--- src/design/axdr_pkg.sv ---
// ----------------------------------------------------------------------------
// A-XDR stream decoder package
// Shared widths, result codes, tag codes and tag classification functions.
// ----------------------------------------------------------------------------
`default_nettype none

package axdr_pkg;

  localparam int LengthWidthDefault = 16;

  localparam int ByteW   = 8;
  localparam int KindW   = 3;
  localparam int ValueW  = 64;
  localparam int ExtraW  = 24;
  localparam int LenOutW = 16;
  localparam int StatusW = 2;
  localparam int CountW  = 4;

  typedef enum logic [KindW-1:0] {
    KIND_VALUE  = 3'd0,
    KIND_STRHDR = 3'd1,
    KIND_BYTE   = 3'd2,
    KIND_AGGHDR = 3'd3,
    KIND_ERROR  = 3'd4
  } kind_e;

  typedef enum logic [StatusW-1:0] {
    STAT_OK     = 2'd0,
    STAT_SHORT  = 2'd1,
    STAT_PREFIX = 2'd2,
    STAT_UNSUP  = 2'd3
  } status_e;

  // Data type tags.
  localparam logic [ByteW-1:0] TAG_NULL      = 8'd0;
  localparam logic [ByteW-1:0] TAG_ARRAY     = 8'd1;
  localparam logic [ByteW-1:0] TAG_STRUCT    = 8'd2;
  localparam logic [ByteW-1:0] TAG_BOOLEAN   = 8'd3;
  localparam logic [ByteW-1:0] TAG_BITSTR    = 8'd4;
  localparam logic [ByteW-1:0] TAG_DLONG     = 8'd5;
  localparam logic [ByteW-1:0] TAG_DLONGU    = 8'd6;
  localparam logic [ByteW-1:0] TAG_OCTSTR    = 8'd9;
  localparam logic [ByteW-1:0] TAG_VISSTR    = 8'd10;
  localparam logic [ByteW-1:0] TAG_UTF8STR   = 8'd12;
  localparam logic [ByteW-1:0] TAG_BCD       = 8'd13;
  localparam logic [ByteW-1:0] TAG_INTEGER   = 8'd15;
  localparam logic [ByteW-1:0] TAG_LONG      = 8'd16;
  localparam logic [ByteW-1:0] TAG_UNSIGNED  = 8'd17;
  localparam logic [ByteW-1:0] TAG_LONGU     = 8'd18;
  localparam logic [ByteW-1:0] TAG_COMPACT   = 8'd19;
  localparam logic [ByteW-1:0] TAG_LONG64    = 8'd20;
  localparam logic [ByteW-1:0] TAG_LONG64U   = 8'd21;
  localparam logic [ByteW-1:0] TAG_ENUM      = 8'd22;
  localparam logic [ByteW-1:0] TAG_FLOAT32   = 8'd23;
  localparam logic [ByteW-1:0] TAG_FLOAT64   = 8'd24;
  localparam logic [ByteW-1:0] TAG_DATETIME  = 8'd25;
  localparam logic [ByteW-1:0] TAG_DATE      = 8'd26;
  localparam logic [ByteW-1:0] TAG_TIME      = 8'd27;
  localparam logic [ByteW-1:0] TAG_DONTCARE  = 8'd255;

  // Byte positions inside a date-time field.
  localparam logic [CountW-1:0] DtDayOfWeekPos = 4'd4;
  localparam logic [CountW-1:0] DtExtraPos     = 4'd9;

  // Long-form length prefix markers.
  localparam logic [ByteW-1:0] PrefixLongMask  = 8'h80;
  localparam logic [ByteW-1:0] PrefixCountMask = 8'h0F;

  // Number of field bytes after the tag for fixed-size types, zero otherwise.
  function automatic logic [CountW-1:0] fixed_size(input logic [ByteW-1:0] t);
    logic [CountW-1:0] sz;
    case (t)
      TAG_BOOLEAN, TAG_INTEGER, TAG_UNSIGNED, TAG_ENUM: sz = 4'd1;
      TAG_LONG, TAG_LONGU:                              sz = 4'd2;
      TAG_DLONG, TAG_DLONGU, TAG_FLOAT32, TAG_TIME:     sz = 4'd4;
      TAG_DATE:                                         sz = 4'd5;
      TAG_LONG64, TAG_LONG64U, TAG_FLOAT64:             sz = 4'd8;
      TAG_DATETIME:                                     sz = 4'd12;
      default:                                          sz = 4'd0;
    endcase
    return sz;
  endfunction

  function automatic logic is_string(input logic [ByteW-1:0] t);
    return (t == TAG_BITSTR) || (t == TAG_OCTSTR) || (t == TAG_VISSTR) ||
           (t == TAG_UTF8STR) || (t == TAG_BCD) || (t == TAG_COMPACT);
  endfunction

endpackage

`default_nettype wire

--- src/design/axdr_stream_decoder.sv ---
// ----------------------------------------------------------------------------
// A-XDR stream decoder
// Parses an A-XDR encoded byte stream, one word per cycle unless the output
// stalls, into value, header, payload byte and error results.
// ----------------------------------------------------------------------------
// Usage:
//   The input channel (in_valid_i / in_ready_o) takes one encoded byte per
//   word, with buffer_end_i marking the final byte of a buffer. The output
//   channel (out_valid_o / out_ready_i) delivers at most one result word per
//   input word: a completed fixed-size value, a string or aggregate header,
//   one payload byte, or an error. Input bytes that only extend a field or a
//   length prefix give no result.
//   Throughput is one byte per cycle while the receiver takes results. Each
//   byte is decoded by the state and a single layer of logic straight into
//   the result register, so a result shows in the cycle after acceptance.
//   The result register is the only buffer between the two sides: while it
//   holds a word the receiver has not taken, a new byte is accepted only in a
//   cycle in which out_ready_i is high, so a stalled receiver stalls the
//   input after at most one pending result.
//   Reset returns the parser to waiting for a tag and empties the result
//   register. Any error also returns the parser to waiting for a tag.
// ----------------------------------------------------------------------------
`default_nettype none

module axdr_stream_decoder #(
  parameter int LENGTH_WIDTH = axdr_pkg::LengthWidthDefault
) (
  input  wire logic                         clk_i,
  input  wire logic                         rst_ni,
  input  wire logic                         in_valid_i,
  output logic                              in_ready_o,
  input  wire logic [axdr_pkg::ByteW-1:0]   byte_in_i,
  input  wire logic                         buffer_end_i,
  output logic                              out_valid_o,
  input  wire logic                         out_ready_i,
  output logic [axdr_pkg::KindW-1:0]        kind_o,
  output logic [axdr_pkg::ByteW-1:0]        tag_o,
  output logic [axdr_pkg::ValueW-1:0]       value_o,
  output logic [axdr_pkg::ExtraW-1:0]       extra_o,
  output logic [axdr_pkg::LenOutW-1:0]      length_o,
  output logic [axdr_pkg::StatusW-1:0]      status_o,
  output logic                              item_last_o
);

  import axdr_pkg::*;

  // A length prefix may carry up to LENGTH_WIDTH/8 further bytes.
  localparam int MaxPrefix = LENGTH_WIDTH / 8;
  localparam int PreW      = $clog2(MaxPrefix + 1);
  localparam int WideW     = 32;

  typedef enum logic [2:0] {
    PH_TAG,
    PH_FIXED,
    PH_PREFIX,
    PH_PREFIX_MORE,
    PH_PAYLOAD
  } phase_e;

  // Parser state.
  phase_e                  phase_q, phase_d;
  logic [ByteW-1:0]        tag_q, tag_d;
  logic [ValueW-1:0]       acc_q, acc_d;
  logic [ExtraW-1:0]       ext_q, ext_d;
  logic [CountW-1:0]       btg_q, btg_d;
  logic [PreW-1:0]         pre_cnt_q, pre_cnt_d;
  logic [LENGTH_WIDTH-1:0] len_q, len_d;
  logic [LENGTH_WIDTH-1:0] rem_q, rem_d;

  // Result of the byte currently offered.
  logic               res_valid;
  kind_e              res_kind;
  logic [ValueW-1:0]  res_value;
  logic [ExtraW-1:0]  res_extra;
  logic [LenOutW-1:0] res_length;
  status_e            res_status;
  logic               res_last;

  // Output register.
  logic               out_valid_q;
  kind_e              kind_q;
  logic [ByteW-1:0]   tag_out_q;
  logic [ValueW-1:0]  value_q;
  logic [ExtraW-1:0]  extra_q;
  logic [LenOutW-1:0] length_q;
  status_e            status_q;
  logic               last_q;

  // Decode helpers.
  logic                    in_fire;
  logic [CountW-1:0]       tag_size;
  logic [CountW-1:0]       cur_size;
  logic [CountW-1:0]       pos;
  logic [CountW-1:0]       prefix_n;
  logic                    len_done;
  logic [LENGTH_WIDTH-1:0] len_val;

  assign in_ready_o = !out_valid_q || out_ready_i;
  assign in_fire    = in_valid_i && in_ready_o;

  assign tag_size = fixed_size(byte_in_i);
  assign cur_size = fixed_size(tag_q);
  assign pos      = cur_size - btg_q;
  assign prefix_n = CountW'(byte_in_i & PrefixCountMask);

  always_comb begin
    phase_d    = phase_q;
    tag_d      = tag_q;
    acc_d      = acc_q;
    ext_d      = ext_q;
    btg_d      = btg_q;
    pre_cnt_d  = pre_cnt_q;
    len_d      = len_q;
    rem_d      = rem_q;
    res_valid  = 1'b0;
    res_kind   = KIND_VALUE;
    res_value  = '0;
    res_extra  = '0;
    res_length = '0;
    res_status = STAT_OK;
    res_last   = 1'b0;
    len_done   = 1'b0;
    len_val    = '0;

    case (phase_q)
      PH_TAG: begin
        tag_d = byte_in_i;
        acc_d = '0;
        ext_d = '0;
        if (byte_in_i == TAG_NULL || byte_in_i == TAG_DONTCARE) begin
          res_valid = 1'b1;
          res_last  = 1'b1;
        end else if (tag_size != '0) begin
          if (buffer_end_i) begin
            res_valid  = 1'b1;
            res_kind   = KIND_ERROR;
            res_status = STAT_SHORT;
            res_last   = 1'b1;
          end else begin
            btg_d   = tag_size;
            phase_d = PH_FIXED;
          end
        end else if (is_string(byte_in_i) || byte_in_i == TAG_ARRAY ||
                     byte_in_i == TAG_STRUCT) begin
          if (buffer_end_i) begin
            res_valid  = 1'b1;
            res_kind   = KIND_ERROR;
            res_status = STAT_SHORT;
            res_last   = 1'b1;
          end else begin
            phase_d = PH_PREFIX;
          end
        end else begin
          res_valid  = 1'b1;
          res_kind   = KIND_ERROR;
          res_status = STAT_UNSUP;
          res_last   = 1'b1;
        end
      end

      PH_FIXED: begin
        // Date-time: the day-of-week byte is dropped and the last three bytes
        // (deviation and clock status) go to the extra field.
        if (tag_q == TAG_DATETIME && pos >= DtExtraPos) begin
          ext_d = {ext_q[ExtraW-ByteW-1:0], byte_in_i};
        end else if (!(tag_q == TAG_DATETIME && pos == DtDayOfWeekPos)) begin
          acc_d = {acc_q[ValueW-ByteW-1:0], byte_in_i};
        end
        btg_d = btg_q - CountW'(1);
        if (btg_q == CountW'(1)) begin
          phase_d   = PH_TAG;
          res_valid = 1'b1;
          res_value = (tag_q == TAG_BOOLEAN) ? ValueW'(acc_d != '0) : acc_d;
          res_extra = ext_d;
          res_last  = 1'b1;
        end else if (buffer_end_i) begin
          phase_d    = PH_TAG;
          res_valid  = 1'b1;
          res_kind   = KIND_ERROR;
          res_status = STAT_SHORT;
          res_last   = 1'b1;
        end
      end

      PH_PREFIX: begin
        if ((byte_in_i & PrefixLongMask) == '0) begin
          len_done = 1'b1;
          len_val  = LENGTH_WIDTH'(byte_in_i);
        end else if (prefix_n == '0 || prefix_n > CountW'(MaxPrefix) ||
                     buffer_end_i) begin
          phase_d    = PH_TAG;
          res_valid  = 1'b1;
          res_kind   = KIND_ERROR;
          res_status = STAT_PREFIX;
          res_last   = 1'b1;
        end else begin
          pre_cnt_d = PreW'(prefix_n);
          len_d     = '0;
          phase_d   = PH_PREFIX_MORE;
        end
      end

      PH_PREFIX_MORE: begin
        len_d     = LENGTH_WIDTH'({len_q, byte_in_i});
        pre_cnt_d = pre_cnt_q - PreW'(1);
        if (pre_cnt_q == PreW'(1)) begin
          len_done = 1'b1;
          len_val  = len_d;
        end else if (buffer_end_i) begin
          phase_d    = PH_TAG;
          res_valid  = 1'b1;
          res_kind   = KIND_ERROR;
          res_status = STAT_PREFIX;
          res_last   = 1'b1;
        end
      end

      PH_PAYLOAD: begin
        rem_d = rem_q - LENGTH_WIDTH'(1);
        if (rem_q == LENGTH_WIDTH'(1)) begin
          phase_d   = PH_TAG;
          res_valid = 1'b1;
          res_kind  = KIND_BYTE;
          res_value = ValueW'(byte_in_i);
          res_last  = 1'b1;
        end else if (buffer_end_i) begin
          phase_d    = PH_TAG;
          res_valid  = 1'b1;
          res_kind   = KIND_ERROR;
          res_status = STAT_SHORT;
          res_last   = 1'b1;
        end else begin
          res_valid = 1'b1;
          res_kind  = KIND_BYTE;
          res_value = ValueW'(byte_in_i);
        end
      end

      default: begin
        phase_d = PH_TAG;
      end
    endcase

    // A completed length or count turns into a header, or into an error if the buffer ends before a string's payload.
    if (len_done) begin
      res_valid = 1'b1;
      if (!is_string(tag_q)) begin
        phase_d    = PH_TAG;
        res_kind   = KIND_AGGHDR;
        res_length = LenOutW'(WideW'(len_val));
        res_last   = 1'b1;
      end else if (len_val == '0) begin
        phase_d  = PH_TAG;
        res_kind = KIND_STRHDR;
        res_last = 1'b1;
      end else if (buffer_end_i) begin
        phase_d    = PH_TAG;
        res_kind   = KIND_ERROR;
        res_status = STAT_SHORT;
        res_last   = 1'b1;
      end else begin
        rem_d      = len_val;
        phase_d    = PH_PAYLOAD;
        res_kind   = KIND_STRHDR;
        res_length = LenOutW'(WideW'(len_val));
      end
    end
  end

  // Parser state advances on every accepted byte.
  always_ff @(posedge clk_i or negedge rst_ni) begin
    if (!rst_ni) begin
      phase_q   <= PH_TAG;
      tag_q     <= '0;
      acc_q     <= '0;
      ext_q     <= '0;
      btg_q     <= '0;
      pre_cnt_q <= '0;
      len_q     <= '0;
      rem_q     <= '0;
    end else if (in_fire) begin
      phase_q   <= phase_d;
      tag_q     <= tag_d;
      acc_q     <= acc_d;
      ext_q     <= ext_d;
      btg_q     <= btg_d;
      pre_cnt_q <= pre_cnt_d;
      len_q     <= len_d;
      rem_q     <= rem_d;
    end
  end

  // Result register: emptied when taken, refilled by an accepted byte.
  always_ff @(posedge clk_i or negedge rst_ni) begin
    if (!rst_ni) begin
      out_valid_q <= 1'b0;
    end else if (in_fire) begin
      out_valid_q <= res_valid;
    end else if (out_ready_i) begin
      out_valid_q <= 1'b0;
    end
  end

  always_ff @(posedge clk_i) begin
    if (in_fire && res_valid) begin
      kind_q    <= res_kind;
      tag_out_q <= tag_d;
      value_q   <= res_value;
      extra_q   <= res_extra;
      length_q  <= res_length;
      status_q  <= res_status;
      last_q    <= res_last;
    end
  end

  assign out_valid_o = out_valid_q;
  assign kind_o      = kind_q;
  assign tag_o       = tag_out_q;
  assign value_o     = value_q;
  assign extra_o     = extra_q;
  assign length_o    = length_q;
  assign status_o    = status_q;
  assign item_last_o = last_q;

endmodule

`default_nettype wire
--- config.mk ---
export PLATFORM = sky130hd
export DESIGN_NAME = axdr_stream_decoder
export DESIGN_NICKNAME = d
export VERILOG_FILES = /design/src/design/axdr_pkg.sv /design/src/design/axdr_stream_decoder.sv
export SDC_FILE = /design/constraint.sdc
export NUM_CORES = 1
export LEC_CHECK = 0
export BUFFER_PORTS_ARGS = -buffer_cell sky130_fd_sc_hd__buf_2
export CAP_MARGIN = 20
export CORE_UTILIZATION = 40
export CTS_CLUSTER_SIZE = 28
export DETAILED_ROUTE_END_ITERATION = 8
export PLACE_DENSITY_LB_ADDON = 0.1
export SETUP_SLACK_MARGIN = 0.1
export SLEW_MARGIN = 25
export SYNTH_ARGS = -nofsm -noshare
export SYNTH_HDL_FRONTEND = slang
export SYNTH_SLANG_ARGS = --single-unit
--- constraint.sdc ---
create_clock -name clk_i -period 9.01 [get_ports clk_i]
set_input_delay 0.901 -clock clk_i [delete_from_list [all_inputs] [get_ports clk_i]]
set_output_delay 0.901 -clock clk_i [all_outputs]
set_load 0.03 [all_outputs]
======== Yosys cells after proc, flatten, opt, wreduce, memory -nomap -nowiden ========
Memory sizes are Yosys's and may differ from the RTL's.
Index checks and enable logic that the tools add are counted.
operators by class
  $add $sub $neg .......................... 4
  reduce and logical (&&, ||, !) cells .... 38
  multiplexer cells ....................... 102
  $lt $le $gt $ge ......................... 2
  eq/ne operators ......................... 36
operator list
  cell                   count
  $mux 64                5
  $pmux 64 s2            2
  $mux 16                9
  $mux 3                 28
  $eq 8x4->1 const B     8
  $reduce_bool 64->1     1
  $mux 8                 6
  $pmux 24 s2            1
  $mux 2                 16
  $pmux 16 s2            1
  $pmux 3 s5             2
  $eq 8x5->1 const B     3
  $mux 24                1
  $mux 4                 5
  $mux 1                 19
  $eq 16x1->1 const B    1
  $eq 8x2->1 const B     2
  $eq 8x3->1 const B     2
  $logic_not 16->1       1
  $logic_not 8->1        2
  $logic_or 1x1->1       16
  $pmux 8 s2             1
  $sub 16x1->16 const B  1
  $ne 4x4->1 const B     3
  30 further kinds       46
storage, ports and cells
  bits in registers ....................... 248
  memories kept ........................... 2
  ROM bits ................................ 256
  output and inout bits ................... 120
  input port bits ......................... 13
memory list
  name              words  bits a word  read ports  clocked after memory_dff  write ports  RTL line        RTL
  (name not given)  32     4            1           0                         0            axdr_pkg.sv:72  case (t)
  (name not given)  32     4            1           0                         0            axdr_pkg.sv:72

======== Logic depth before layout (Yosys ltp) ========
  depth after elaboration ................. 16
  gate-level depth with buffers ........... 17
  gate-level depth less buffers ........... 16

======== Worst setup path before layout ========
OpenSTA, ideal clock, no wires.
  path kind ............................... input-to-reg
  start point ............................. in byte_in_i[1] (netlist bit)
  end point ............................... reg extra_q[0], in the netlist extra_o[0] (enable)
  cell stages on the path ................. 9
  path buffers ............................ 1
  arrival time ............................ 7509 ps
  required time ........................... 8413 ps
  path slack .............................. 904 ps
  cells stage by stage .................... clkbuf_1 inv_1 ha_1 or3b_2 o2111ai_1 a221o_1 or2_1 and4_1 nor2_1
on the way
  longest elaborated chain between the ends .. 14
  elaborated cells between the ends (all ways) .. 33
  those cells by class .................... order compare: 1; eq/ne: 9; mux: 8; reduce/logical: 14; memory: 1
ends and longest elaborated chain
  what                                                                   RTL line                    RTL
  start: declaration                                                     axdr_stream_decoder.sv:32   input wire logic [axdr_pkg::ByteW-1:0] byte_in_i,
  parallel branches: the longest is 11 deep, another holds $mem_v2 32x4  -
  $pmux 1 s5 (*)                                                         axdr_stream_decoder.sv:125  case (phase_q)
  $mux 1 (*)                                                             axdr_stream_decoder.sv:245  if (len_done) begin
  $logic_and 1x1->1 (*)                                                  axdr_stream_decoder.sv:305  if (in_fire && res_valid) begin
  end signal: assignment                                                 axdr_stream_decoder.sv:309  extra_q <= res_extra;
  end: declaration                                                       axdr_stream_decoder.sv:84   logic [ExtraW-1:0] extra_q;
Every way passes the cells marked *.
A chain may end at the register's enable or synchronous reset.

======== Worst setup path after layout ========
  start point ............................. reg tag_q[1]
  end point ............................... reg acc_q[6]
on the way
  longest elaborated chain between the ends .. 9
  elaborated cells between the ends (all ways) .. 12
  those cells by class .................... add/sub: 1; order compare: 1; eq/ne: 2; mux: 5; reduce/logical: 2; memory: 1
ends and longest elaborated chain
  what                                                                  RTL line                    RTL
  start: declaration                                                    axdr_stream_decoder.sv:62   logic [ByteW-1:0] tag_q, tag_d;
  start signal: assignment                                              axdr_stream_decoder.sv:283  tag_q <= tag_d;
  parallel branches: the longest is 6 deep, another holds $mem_v2 32x4  -
  $mux 64 (*)                                                           axdr_stream_decoder.sv:164  if (tag_q == TAG_DATETIME && pos >= DtExtraPos) begin
  $mux 64 (*)                                                           axdr_stream_decoder.sv:125
  $pmux 64 s2 (*)                                                       axdr_stream_decoder.sv:125
  end signal: assignment                                                axdr_stream_decoder.sv:275  acc_q <= '0;
  end signal: assignment                                                axdr_stream_decoder.sv:284  acc_q <= acc_d;
  end: declaration                                                      axdr_stream_decoder.sv:63   logic [ValueW-1:0] acc_q, acc_d;
Every way passes the cells marked *. The select of a mux whose other input is x is not followed.

==> impl_metrics.json <==
{
  "status": "finished, final reports clean",
  "skew_ns": 0.00807,
  "worstPathArrival_ns": 5.25,
  "ys_types": 75,
  "post_cts_buffers": 0,
  "drc": 0,
  "initialDrtViolationCount": 737,
  "diodes": 0,
  "met2_wirelength_um": 14300,
  "tns_ns": 0,
  "dr.pass1.iters": 5,
  "area_growth_pct": 15.5,
  "rows": 62,
  "switching_share_pct": 35.0,
  "placed_cells": 1531,
  "drive_above_1_share_pct": 17.9,
  "clock-sinks": 248,
  "power_switching_mw": 1.26,
  "period_minus_slack_ns": 4.77,
  "clk_pin_slew_ns": 0.06,
  "overflow": 0,
  "io_buffers": 132,
  "via_per_inst": 5.53,
  "ys_seq_area_share_pct": 57.8,
  "drv_slew": 0,
  "rsz0062_at_grt": "false",
  "holdWs_ns": 0.358,
  "fmax_mhz": 209,
  "synthFlopType": "dfrtp_1",
  "reg2reg_from": "tag_q[1]",
  "synth-seq-cells": 248,
  "start_util_pct": 40.8,
  "max_slew_margin_pct": 29.4,
  "worst_slew_pin_slew_ns": 1.05,
  "critPathCaptureType": "register",
  "ctsResizeCount": 0,
  "antenna_found_initial": 0,
  "grt_pass1_vias": 8349,
  "finalCritPeriodShare_pct": 53.0,
  "met3WireLength_um": 1230,
  "wl_met1_um": 14500,
  "synth_cells": 1079,
  "gp_congestion": 0.873,
  "synthArstFlopShare_pct": 52.4,
  "p_int_mw": 2.33,
  "cp-start-kind": "register",
  "p_total_mw": 3.58,
  "core_area_sq_mm": 0.0288,
  "antenna_left": 0,
  "io_pins": 133,
  "cap_violations": 0,
  "finalHoldViolations": 0,
  "syn_area_sq_mm": 0.0118,
  "cts_inserted_buffers": 28,
  "synth_edf_count": 118,
  "syn_nets": 1110,
  "worst_ir_drop_vdd_mv": 0.154,
  "power_frac_comb_pct": 25.9,
  "cts.path.max_buffers": 3,
  "route.vias.total": 8759,
  "power_frac_seq_pct": 43.0,
  "critical_path_peak_fanout": 64,
  "cts_hold_buffers": 0,
  "die_y_um": 173,
  "wl_um": 30600,
  "avgSynthCellArea_sq_um": 10.9,
  "worst-setup-path-type": "reg -> reg",
  "p_leak_nw": 5.49,
  "route.top_layer_used": "met4",
  "finalSetupViolations": 0,
  "grt_max_degree": 90,
  "cts-root-buf": "clkbuf_16",
  "yosys_warnings": 0,
  "grt_pass1_wl_um": 48600,
  "h-tree-depth": 1,
  "power_density_mw_per_mm2": 264,
  "clock_latency_ns": 0.54,
  "wl_per_cell_um": 19.3,
  "pwr-share-clk_pct": 31.1,
  "place_hpwl_um": 19500,
  "dieWidth_um": 173,
  "crit_start": "tag_q[1]",
  "cts_tree": "yes",
  "hold_path.class": "in -> async",
  "die_area_sq_mm": 0.0301,
  "final_nets": 1208,
  "final_cells": 1583,
  "track_usage_pct": 20.1,
  "cp_data_required_time_ns": 9.48
}
layout make-up:
| class | instances | area, sq um |
|---|---|---|
| multi-input cells | 725 | 4510 |
| well taps | 384 | 480 |
| repair buffers | 142 | 754 |
| flip-flops and latches | 248 | 6800 |
| clock inverters | 14 | 106 |
| fillers | 2710 | 15200 |
| clock buffers | 38 | 810 |
| inverters | 32 | 120 |
layout by cell type (no fill, tap or decap), types with 4 or more instances in the layout:
master and n:
edfxtp_1 118, inv_1 32, nand2b_1 6, a21o_1 9, nor2_1 63, clkbuf_1 4, nand3_1 30, nand2_1 163
nor2b_1 12, clkinv_2 5, clkbuf_16 29, nor3_1 20, and2_1 5, o21ai_0 32, buf_2 131, a22oi_1 6
and3_1 19, o22a_1 6, clkbuf_8 5, a21oi_1 83, or3_1 10, a22o_1 97, a32oi_1 5, nor4_1 21
nand4_1 6, mux2_2 7, buf_4 9, dfrtp_1 130, a31oi_1 7, mux2i_1 21, o21ai_1 5, o2bb2ai_1 5
ha_1 17
stage by stage:
stage          cell area, sq um  setup WS (ns)  util [%]
4_1_cts                   13600           4.23      47.2
5_1_grt                   13600           3.84      47.2
6_report                  13600           4.24      47.2
3_3_place_gp              12700           4.33      44.0
3_5_place_dp              12700           4.25      44.0
2_1_floorplan             11800          0.904         -
cell families (layout without fill, tap and decap cells):
logic type                 Yosys count  in the layout  synth area share [%]
adders and majority gates           18             18                  1.98
and+or+nand+nor                    382            382                  15.6
DFF                                248            248                  57.8
muxes                               28             28                  2.46
AOI/OAI and AO/OA                  294            294                  17.9
xor gates and xnor gates             3              3                 0.224
buffers and inverters              106            226                  3.99
cells in the mapped netlist (3+ instances only):
cell         n  area (sq um)
a21o_1      10          75.1
a21oi_1     83           415
a22o_1      97           850
a22oi_1      6          45.0
a31oi_1      7          43.8
a32oi_1      5          43.8
and2_1       5          31.3
and3_1      19           119
buf_1        3          11.3
buf_2       30           150
buf_4        9          67.6
clkbuf_1    32           120
dfrtp_1    130          3250
edfxtp_1   118          3540
ha_1        17           213
inv_1       32           120
mux2_2       7          78.8
mux2i_1     21           210
nand2_1    163           612
nand2b_1     7          43.8
nand3_1     30           150
nand3b_1     3          22.5
nand4_1      6          37.5
nor2_1      64           240
nor2b_1     12          75.1
nor3_1      21           105
nor4_1      21           131
o21ai_0     33           165
o21ai_1      4          20.0
o22a_1       6          52.6
o22ai_1      3          18.8
o2bb2ai_1    5          43.8
o311ai_0     3          26.3
or3_1       10          62.6
power by group through the flow:
stage	Combinational (mW)	Sequential (mW)	Clock [mW]
after floorplan	0.460	1.78	0
final	0.928	1.54	1.12
after global routing	1.01	1.56	1.18
after detailed placement	0.931	1.56	0
after global placement	0.932	1.57	0
after CTS	0.934	1.54	1.15
worst paths after layout:
path                       cells past startpoint  slack (ns)         to
max reg2reg                                   15        4.24   acc_q[6]
max                                           15        4.24   acc_q[6]
min reg2reg                                    1        0.50   rem_q[1]
max in group asynchronous                      2        7.35  acc_q[25]
min in group clk_i                             1        0.50   rem_q[1]
min                                            1        0.36  rem_q[15]
metal layers:
metal	vias up	track usage, %
met4	0	4.65
met2	197	31.5
li1	4193	-
met1	4333	29.7
met3	36	2.57
met5	-	0
sequential cells by signal, indices dropped and copies added (netlist names), 2 cells and up:
name       flops
tag_q          8
status_o       2
phase_q        3
ext_q         24
acc_q         64
value_o       64
len_q          8
btg_q          4
pre_cnt_q      2
extra_o       24
kind_o         3
length_o      16
tag_o          8
rem_q         16
worst max-delay path, stage by stage, from the launching register on:
cell      delay, ns
dfrtp_1        0.41
inv_1          0.15
ha_1           0.25
a211oi_1       0.25
a211oi_1       0.08
a21oi_1        0.12
or2_2          0.12
ha_1           0.17
inv_1          0.07
fa_1           0.50
nor2b_1        0.15
a211oi_4       0.64
o21a_4         0.69
a21o_2         0.24
buf_4          0.57
a22o_1         0.24
(Power assumes the default switching activity.)
